File: config.mk
export PLATFORM = sky130hd
export DESIGN_NAME = sliding_window_peak_count
export DESIGN_NICKNAME = d
export VERILOG_FILES = /design/src/design/swpc_pkg.sv /design/src/design/swpc_core.sv /design/src/design/swpc_out_buf.sv /design/src/design/sliding_window_peak_count.sv
export SDC_FILE = /design/constraint.sdc
export NUM_CORES = 2
export LEC_CHECK = 0
export BUFFER_PORTS_ARGS = -buffer_cell sky130_fd_sc_hd__buf_2
export CAP_MARGIN = 20
export CORE_ASPECT_RATIO = 0.75
export CORE_MARGIN = 4
export CORE_UTILIZATION = 55
export DETAILED_ROUTE_END_ITERATION = 7
export PLACE_DENSITY_LB_ADDON = 0.12
export SLEW_MARGIN = 5
export SYNTH_ARGS = -nofsm -noshare
export SYNTH_HDL_FRONTEND = slang
export SYNTH_SLANG_ARGS = --single-unit
File: constraint.sdc
create_clock -name i_clk -period 89.2 [get_ports i_clk]
set_clock_uncertainty 0.15 [all_clocks]
set_input_delay 4.46 -clock i_clk [delete_from_list [all_inputs] [get_ports i_clk]]
set_output_delay 4.46 -clock i_clk [all_outputs]
set_load 0.01 [all_outputs]
File: src/design/swpc_pkg.sv
// ----------------------------------------------------------------------------
// swpc_pkg
// Shared widths, constants and transaction types of the sliding-window peak
// counter.
// ----------------------------------------------------------------------------
package swpc_pkg;

    localparam int SAMPLE_W       = 32;
    localparam int CFG_W          = 11;
    localparam int PARTS_W        = 10;
    localparam int START_W        = 21;
    localparam int MAX_ITEMS      = 1048576;
    localparam int IDX_W          = $clog2(MAX_ITEMS + 1);
    localparam int MAX_WINDOW_DEF = 1024;
    localparam int MIN_WINDOW     = 3;

    localparam logic [CFG_W-1:0] CFG_WIN_RESET = CFG_W'(MIN_WINDOW);

    typedef struct packed {
        logic [SAMPLE_W-1:0] sample;
        logic                last;
    } t_in_item;

    typedef struct packed {
        logic [PARTS_W-1:0] parts;
        logic [START_W-1:0] start_position;
        logic               too_short;
    } t_out_item;

endpackage

File: src/design/swpc_core.sv
// ----------------------------------------------------------------------------
// swpc_core
// Per-sample datapath: peak detect, ring of peak flags, running window count
// and best-window tracking. Produces the result in the cycle of the last
// sample.
// ----------------------------------------------------------------------------
module swpc_core
    import swpc_pkg::*;
#(
    parameter int MAX_WINDOW = MAX_WINDOW_DEF
) (
    input  logic             i_clk,
    input  logic             i_rst_n,
    input  logic             i_accept,
    input  t_in_item         i_item,
    input  logic [CFG_W-1:0] i_win_len,
    output logic             o_res_valid,
    output t_out_item        o_res
);

    localparam int AW = $clog2(MAX_WINDOW);
    localparam int KW = $clog2(MAX_WINDOW + 1);
    localparam int CW = $clog2(MAX_WINDOW);

    logic [SAMPLE_W-1:0] r_older;
    logic [SAMPLE_W-1:0] r_newer;
    logic [IDX_W-1:0]    r_idx;
    logic [KW-1:0]       r_run;
    logic [AW-1:0]       r_wptr;
    logic                r_gone;
    logic [CW-1:0]       r_win;
    logic [CW-1:0]       r_best;
    logic [IDX_W-1:0]    r_bstart;
    logic                r_flag_mem [MAX_WINDOW];

    logic                active;
    logic                has_prev;
    logic                wr_en;
    logic [KW-1:0]       clamp_len;
    logic [KW-1:0]       n_run;
    logic                peak;
    logic [CW-1:0]       win_add;
    logic [CW-1:0]       win_sub;
    logic                in_window;
    logic [IDX_W-1:0]    win_start;
    logic                better;
    logic [AW:0]         rd_diff;
    logic [AW-1:0]       n_raddr;
    logic [AW-1:0]       n_wptr;
    logic [IDX_W-1:0]    n_idx;
    logic [CW-1:0]       n_best;
    logic [IDX_W-1:0]    n_bstart;
    logic [CW:0]         best_inc;
    logic [IDX_W-1:0]    start_inc;
    logic                too_short;

    always_comb begin
        if (32'(i_win_len) < 32'(MIN_WINDOW)) begin
            clamp_len = KW'(MIN_WINDOW);
        end else if (32'(i_win_len) > 32'(MAX_WINDOW)) begin
            clamp_len = KW'(MAX_WINDOW);
        end else begin
            clamp_len = KW'(i_win_len);
        end
    end

    assign active   = (r_idx != IDX_W'(MAX_ITEMS));
    assign has_prev = (r_idx != '0);
    assign wr_en    = i_accept && active && has_prev;
    // latch the window length on the first sample of a sequence
    assign n_run    = (r_idx == '0) ? clamp_len : r_run;

    assign peak = (r_idx >= IDX_W'(2)) && (r_newer > r_older) &&
                  (r_newer > i_item.sample);

    assign win_add   = r_win + CW'(peak);
    assign in_window = has_prev && (r_idx >= (IDX_W'(r_run) - IDX_W'(1)));
    assign win_start = r_idx - IDX_W'(r_run) + IDX_W'(1);

    always_comb begin
        win_sub = win_add;
        if (in_window && r_gone && (win_add != '0)) begin
            win_sub = win_add - CW'(1);
        end
    end

    assign better = in_window && (win_sub > r_best);

    // flag leaving the window on the next sample sits run-3 slots behind
    // the slot written now
    assign rd_diff = {1'b0, r_wptr} - (AW+1)'(r_run - KW'(MIN_WINDOW));
    assign n_raddr = rd_diff[AW] ? AW'(rd_diff + (AW+1)'(MAX_WINDOW)) : rd_diff[AW-1:0];
    assign n_wptr  = (r_wptr == AW'(MAX_WINDOW - 1)) ? '0 : r_wptr + AW'(1);

    assign n_idx    = active ? r_idx + IDX_W'(1) : r_idx;
    assign n_best   = (active && better) ? win_sub : r_best;
    assign n_bstart = (active && better) ? win_start : r_bstart;

    assign best_inc  = {1'b0, n_best} + (CW+1)'(1);
    assign start_inc = n_bstart + IDX_W'(1);
    assign too_short = (n_idx < IDX_W'(n_run));

    assign o_res_valid = i_accept && i_item.last;
    always_comb begin
        if (too_short) begin
            o_res.parts          = PARTS_W'(1);
            o_res.start_position = START_W'(1);
            o_res.too_short      = 1'b1;
        end else begin
            o_res.parts          = PARTS_W'(best_inc);
            o_res.start_position = START_W'(start_inc);
            o_res.too_short      = 1'b0;
        end
    end

    always_ff @(posedge i_clk) begin
        if (!i_rst_n) begin
            r_older  <= '0;
            r_newer  <= '0;
            r_idx    <= '0;
            r_run    <= KW'(MIN_WINDOW);
            r_wptr   <= '0;
            r_win    <= '0;
            r_best   <= '0;
            r_bstart <= '0;
        end else if (i_accept) begin
            if (i_item.last) begin
                // drop the sequence state, the next sample starts fresh
                r_older  <= '0;
                r_newer  <= '0;
                r_idx    <= '0;
                r_run    <= KW'(MIN_WINDOW);
                r_wptr   <= '0;
                r_win    <= '0;
                r_best   <= '0;
                r_bstart <= '0;
            end else if (active) begin
                r_older  <= r_newer;
                r_newer  <= i_item.sample;
                r_idx    <= n_idx;
                r_run    <= n_run;
                r_win    <= win_sub;
                r_best   <= n_best;
                r_bstart <= n_bstart;
                if (has_prev) begin
                    r_wptr <= n_wptr;
                end
            end
        end
    end

    // peak flag ring; prefetch the next outgoing flag, bypass a same-slot write
    always_ff @(posedge i_clk) begin
        if (wr_en) begin
            r_flag_mem[r_wptr] <= peak;
            if (n_raddr == r_wptr) begin
                r_gone <= peak;
            end else begin
                r_gone <= r_flag_mem[n_raddr];
            end
        end
    end

    a_clear_on_last: assert property (@(posedge i_clk) disable iff (!i_rst_n)
        (i_accept && i_item.last) |=> (r_idx == '0) && (r_best == '0) && (r_win == '0))
        else $error("sequence state not cleared after last transaction");

    a_wptr_range: assert property (@(posedge i_clk) disable iff (!i_rst_n)
        r_wptr <= AW'(MAX_WINDOW - 1))
        else $error("flag ring write pointer out of range");

    a_best_bound: assert property (@(posedge i_clk) disable iff (!i_rst_n)
        (IDX_W'(r_best) <= r_idx) && (IDX_W'(r_win) <= r_idx))
        else $error("peak count exceeds samples seen");

endmodule

File: src/design/swpc_out_buf.sv
// ----------------------------------------------------------------------------
// swpc_out_buf
// Result register with a skid stage, so a waiting result does not stall the
// sample side until a second result has to wait behind it.
// ----------------------------------------------------------------------------
module swpc_out_buf
    import swpc_pkg::*;
(
    input  logic      i_clk,
    input  logic      i_rst_n,
    input  logic      i_push,
    input  t_out_item i_data,
    output logic      o_space,
    output logic      o_valid,
    output t_out_item o_data,
    input  logic      i_ready
);

    logic      r_main_valid;
    t_out_item r_main;
    logic      r_skid_valid;
    t_out_item r_skid;
    logic      pop;

    assign pop     = r_main_valid && i_ready;
    assign o_space = !r_skid_valid;
    assign o_valid = r_main_valid;
    assign o_data  = r_main;

    always_ff @(posedge i_clk) begin
        if (!i_rst_n) begin
            r_main_valid <= 1'b0;
            r_skid_valid <= 1'b0;
        end else if (pop) begin
            if (r_skid_valid) begin
                r_main_valid <= 1'b1;
                r_skid_valid <= 1'b0;
            end else begin
                r_main_valid <= i_push;
            end
        end else if (i_push) begin
            if (!r_main_valid) begin
                r_main_valid <= 1'b1;
            end else begin
                r_skid_valid <= 1'b1;
            end
        end
    end

    always_ff @(posedge i_clk) begin
        if (pop) begin
            if (r_skid_valid) begin
                r_main <= r_skid;
            end else begin
                r_main <= i_data;
            end
        end else if (i_push) begin
            if (!r_main_valid) begin
                r_main <= i_data;
            end else begin
                r_skid <= i_data;
            end
        end
    end

    a_skid_order: assert property (@(posedge i_clk) disable iff (!i_rst_n)
        r_skid_valid |-> r_main_valid)
        else $error("skid stage holds a result while result register is empty");

    a_no_overflow: assert property (@(posedge i_clk) disable iff (!i_rst_n)
        i_push |-> !r_skid_valid)
        else $error("result pushed into a full output buffer");

    a_skid_drain: assert property (@(posedge i_clk) disable iff (!i_rst_n)
        (pop && r_skid_valid) |=> (r_main_valid && !r_skid_valid))
        else $error("skid stage did not move into the result register");

endmodule

File: src/design/sliding_window_peak_count.sv
// ----------------------------------------------------------------------------
// sliding_window_peak_count
// Streams unsigned samples and, on the sample marked last, reports one plus the
// largest count of strict peaks inside any window of the configured length.
//
// Input channel (i_valid / o_ready / i_item): one sample per transaction,
// i_item.last closes the sequence. A sample is taken every cycle while
// o_ready is high; throughput is one sample per clock.
// Output channel (o_valid / i_ready / o_result): one result per sequence,
// registered into the result register, or into the skid stage if that is full.
// The result register plus a one-entry skid stage hold results while the
// receiver stalls; o_ready drops only when both are full.
// Configuration: i_cfg_we writes the window length at once; the length is
// latched on the first sample of each sequence, values are clamped to
// 3..MAX_WINDOW.
// Reset (synchronous, active low) sets the window length to 3, empties the
// output buffer and starts a new sequence. The peak flag ring needs no
// clearing pass: a flag is always written before it is used.
// ----------------------------------------------------------------------------
module sliding_window_peak_count
    import swpc_pkg::*;
#(
    parameter int MAX_WINDOW = MAX_WINDOW_DEF
) (
    input  logic             i_clk,
    input  logic             i_rst_n,
    input  logic             i_valid,
    output logic             o_ready,
    input  t_in_item         i_item,
    output logic             o_valid,
    input  logic             i_ready,
    output t_out_item        o_result,
    input  logic             i_cfg_we,
    input  logic [CFG_W-1:0] i_cfg_wdata
);

    logic [CFG_W-1:0] r_win_len;
    logic             accept;
    logic             res_valid;
    t_out_item        res;
    logic             space;

    always_ff @(posedge i_clk) begin
        if (!i_rst_n) begin
            r_win_len <= CFG_WIN_RESET;
        end else if (i_cfg_we) begin
            r_win_len <= i_cfg_wdata;
        end
    end

    assign o_ready = space;
    assign accept  = i_valid && space;

    swpc_core #(
        .MAX_WINDOW (MAX_WINDOW)
    ) u_core (
        .i_clk       (i_clk),
        .i_rst_n     (i_rst_n),
        .i_accept    (accept),
        .i_item      (i_item),
        .i_win_len   (r_win_len),
        .o_res_valid (res_valid),
        .o_res       (res)
    );

    swpc_out_buf u_out_buf (
        .i_clk   (i_clk),
        .i_rst_n (i_rst_n),
        .i_push  (res_valid),
        .i_data  (res),
        .o_space (space),
        .o_valid (o_valid),
        .o_data  (o_result),
        .i_ready (i_ready)
    );

endmodule

==> flow_metrics.py <==
metrics = {
    "global_route": {
        "first_pass_grt_wire_length_um": 237000,
        "grt_overflow_total": 0,
        "number_of_antenna_violations_at_the_first_check_in_global_routing": 2,
        "global_route.usage.total_pct": 27.2,
        "grt_max_degree": 273,
        "first_global_vias": 37400,
    },
    "floorplan": {
        "fp-row-count": 105,
        "core_area_um2": 109000,
        "die_w_um": 391,
        "design.die.area_um2": 115000,
        "io-pin-count": 83,
        "start_util_pct": 55.4,
        "die_height_um": 295,
    },
    "yosys": {
        "ff_latch_count_synth": 1249,
        "synth-async-reset-ratio_pct": 0,
        "synth_top_cells_by_area": "sky130_fd_sc_hd__edfxtp_1, sky130_fd_sc_hd__mux4_2, sky130_fd_sc_hd__nor2_1, sky130_fd_sc_hd__dfxtp_1, sky130_fd_sc_hd__ha_1",
        "yosys_warnings": 0,
        "sequential_fraction_of_the_synthesis_area_pct": 59.3,
        "synth_top_cells_by_count": "sky130_fd_sc_hd__nor2_1, sky130_fd_sc_hd__edfxtp_1, sky130_fd_sc_hd__clkbuf_1",
        "synth_area_per_cell_um2": 12.6,
        "number_of_synthesized_flops_with_an_enable_pin": 1089,
        "mappedNetlistNets": 5039,
        "synthDominantCellAreaShare_pct": 54.0,
        "post_synth_num_cell_types": 91,
        "synthCells": 4803,
        "synth_largest_area_cell": "sky130_fd_sc_hd__edfxtp_1",
        "synth_area_um2": 60500,
        "synthMostInstantiatedCell": "sky130_fd_sc_hd__nor2_1",
        "postSynth.topFlopCell": "sky130_fd_sc_hd__edfxtp_1",
    },
    "clock_network": {
        "clock_path_buffers": 3,
        "htree_levels": 4,
        "cts_root_buf": "sky130_fd_sc_hd__clkbuf_16",
        "cts_tree": "yes",
        "worstSkewPairLatency_ps": 750,
        "postCtsHoldBufs": 0,
        "clock_sinks": 1249,
        "clock_slew_seen_by_the_registers_of_the_worst_setup_and_hold_paths_ps": 60,
        "cts_inserted_buffers": 130,
        "post_cts_buffers": 0,
        "post_cts_resized": 0,
    },
    "drt": {
        "wirelength_um": 157000,
        "final_antenna_net_count": 0,
        "dr_total_vias": 39200,
        "drt_pass1_iterations": 6,
        "routed_wire_length_per_instance_um": 25.0,
        "drt_drc_violations_left": 0,
        "drt-vias-per-instance": 6.25,
        "drt_iter0_drc": 4928,
    },
    "power_and_ir_drop": {
        "share_clk_of_total_power_pct": 42.8,
        "seqPwrFrac_pct": 50.7,
        "cellInternalPower_mw": 0.964,
        "power-per-cell-area_nw_per_um2": 18.7,
        "power.combinational.fraction_pct": 6.4,
        "netSwitchingFraction_pct": 22.4,
        "power.ir.vdd_worst_mv": 0.0154,
        "power.leakage_nw": 24.5,
        "net-switching-power_mw": 0.279,
    },
    "critical_path": {
        "critical-path-slowest-cell": "sky130_fd_sc_hd__nor4_1",
        "critical_path.endpoint_type": "register",
        "crit_path_start_kind": "input port",
        "critical_path_required_ps": 89550,
        "cp_data_arrival_time_ps": 13810,
        "critPathMaxFanout": 34,
        "timing.setup.critical_path_class": "in2reg",
        "cp_slowest_stage_delay_ps": 580,
    },
    "timing": {
        "totalNegativeSetupSlack_ps": 0,
        "finalWorstPathRequiredPeriod_ps": 13450,
        "max_clock_freq_ghz": 0.0743,
        "worstMarginPinSlew_ps": 1320,
        "whs_ps": 322,
        "fin_crit_sh_pct": 15.1,
        "finalSetupViolCount": 0,
        "max_slew_margin_pct": 12.1,
        "hold_viol_final": 0,
        "final-max-slew-violation-count": 0,
        "rsz0062_at_grt": "no",
    },
    "job": {
        "cap_viol_max_count": 0,
    },
    "final_layout": {
        "nNetsFinal": 4969,
        "antenna_cells": 0,
        "final_layout_size_suffix_gt1_share_pct": 15.3,
        "areaGrowthSynthToFinish_pct": 10.1,
    },
    "min_path": {
        "hold_path_class": "reg2reg",
    },
    "status": {
        "run_status": "finished clean",
    },
    "place": {
        "gp_routability_congestion": 0.885,
        "port-buffer-count": 82,
        "dp.final_hpwl_um": 90000,
    },
}
==> path summary, 6_finish.rpt <==
path | start | to | slack, ps | cells after the start
worst min register to register | u_core.r_bstart[20] | u_core.r_bstart[20] | 320 | 2
worst min-delay path | u_core.r_bstart[20] | u_core.r_bstart[20] | 320 | 2
worst max-delay path | i_item[27] | u_out_buf.o_data[17] | 75750 | 40
worst max register to register | u_core.r_newer[26] | u_out_buf.o_data[17] | 79230 | 38
==> per-stage QoR <==
step | util (%) | total power, mW | instances | setup WS, ps | cell area, um2
final | 61.0 | 1.24 | 6282 | 75750 | 66600
after global routing | 61.0 | 1.29 | 6282 | 75100 | 66600
after CTS | 60.6 | 1.25 | 6266 | 75940 | 66200
after detailed placement | 56.8 | 0.724 | 6029 | 75170 | 62000
after global placement | 56.7 | 0.723 | 6024 | 75400 | 61900
after floorplan | - | 0.703 | 4803 | 49480 | 60500
==> final cells by class <==
| type | instances | area, um2 |
|---|---|---|
| clock buffers | 181 | 3700 |
| well taps | 1444 | 1810 |
| flip-flops and latches | 1249 | 35900 |
| repair buffers | 186 | 1630 |
| inverters | 137 | 514 |
| fillers | 8663 | 42700 |
| multi-input cells | 3029 | 22600 |
| clock inverters | 56 | 463 |
==> registers in the layout (all words and copies together), names as in the netlist <==
register	count
u_core.r_flag_mem	1024
u_core.r_newer	32
u_core.r_older	32
u_out_buf.o_data	32
u_out_buf.r_skid	32
u_core.r_bstart	21
u_core.r_idx	21
r_win_len	11
u_core.r_run	11
u_core.r_best	10
u_core.r_win	10
u_core.r_wptr	10
u_core.r_gone	1
u_out_buf.o_valid	1
u_out_buf.r_skid_valid	1
==> routing by layer <==
layer,wire [um],part of all wire (%),GRT usage [%]
met5,0,0,0
met3,14500,9.2,4.96
met1,69800,44,41.8
met2,69400,44,40.3
met4,3640,2.3,7.48
==> logic make-up after synthesis <==
group	after synthesis	share of synthesized area, %
adders and majority gates	187	3.89
buffers and inverters	525	3.63
AOI/OAI and AO/OA	530	5.93
DFF	1249	59.3
xor gates and xnor gates	91	1.35
muxes	445	13.0
and+or+nand+nor	1776	12.9
==> power groups by stage <==
stage | sequential, mW | combinational [mW] | clock (mW)
finish | 0.631 | 0.0800 | 0.533
global placement | 0.643 | 0.0802 | 0
CTS | 0.631 | 0.0806 | 0.542
floorplan | 0.643 | 0.0594 | 0
global route | 0.631 | 0.0865 | 0.568
detailed placement | 0.643 | 0.0805 | 0
==> critical path, delay by kind of cell <==
family	cells	cell delay (ps)
XOR/XNOR	2	460
multiplexers	1	280
AO/OA/AOI/OAI	13	2520
buffers and inverters	4	660
AND/OR/NAND/NOR	15	3670
adder cells (fa/ha/maj)	5	1730
==> placed cells by master, fill, tap and decap left out, drive strengths merged, types with 143 or more instances in the layout <==
| master | n |
|---|---|
| clkbuf | 181 |
| mux2i | 151 |
| dfxtp | 160 |
| mux4 | 270 |
| buf | 186 |
| nor2b | 144 |
| nand2 | 183 |
| nor2 | 1140 |
| ha | 185 |
| edfxtp | 1089 |
| inv | 143 |
Note: power is estimated with default switching activity, not from simulation.
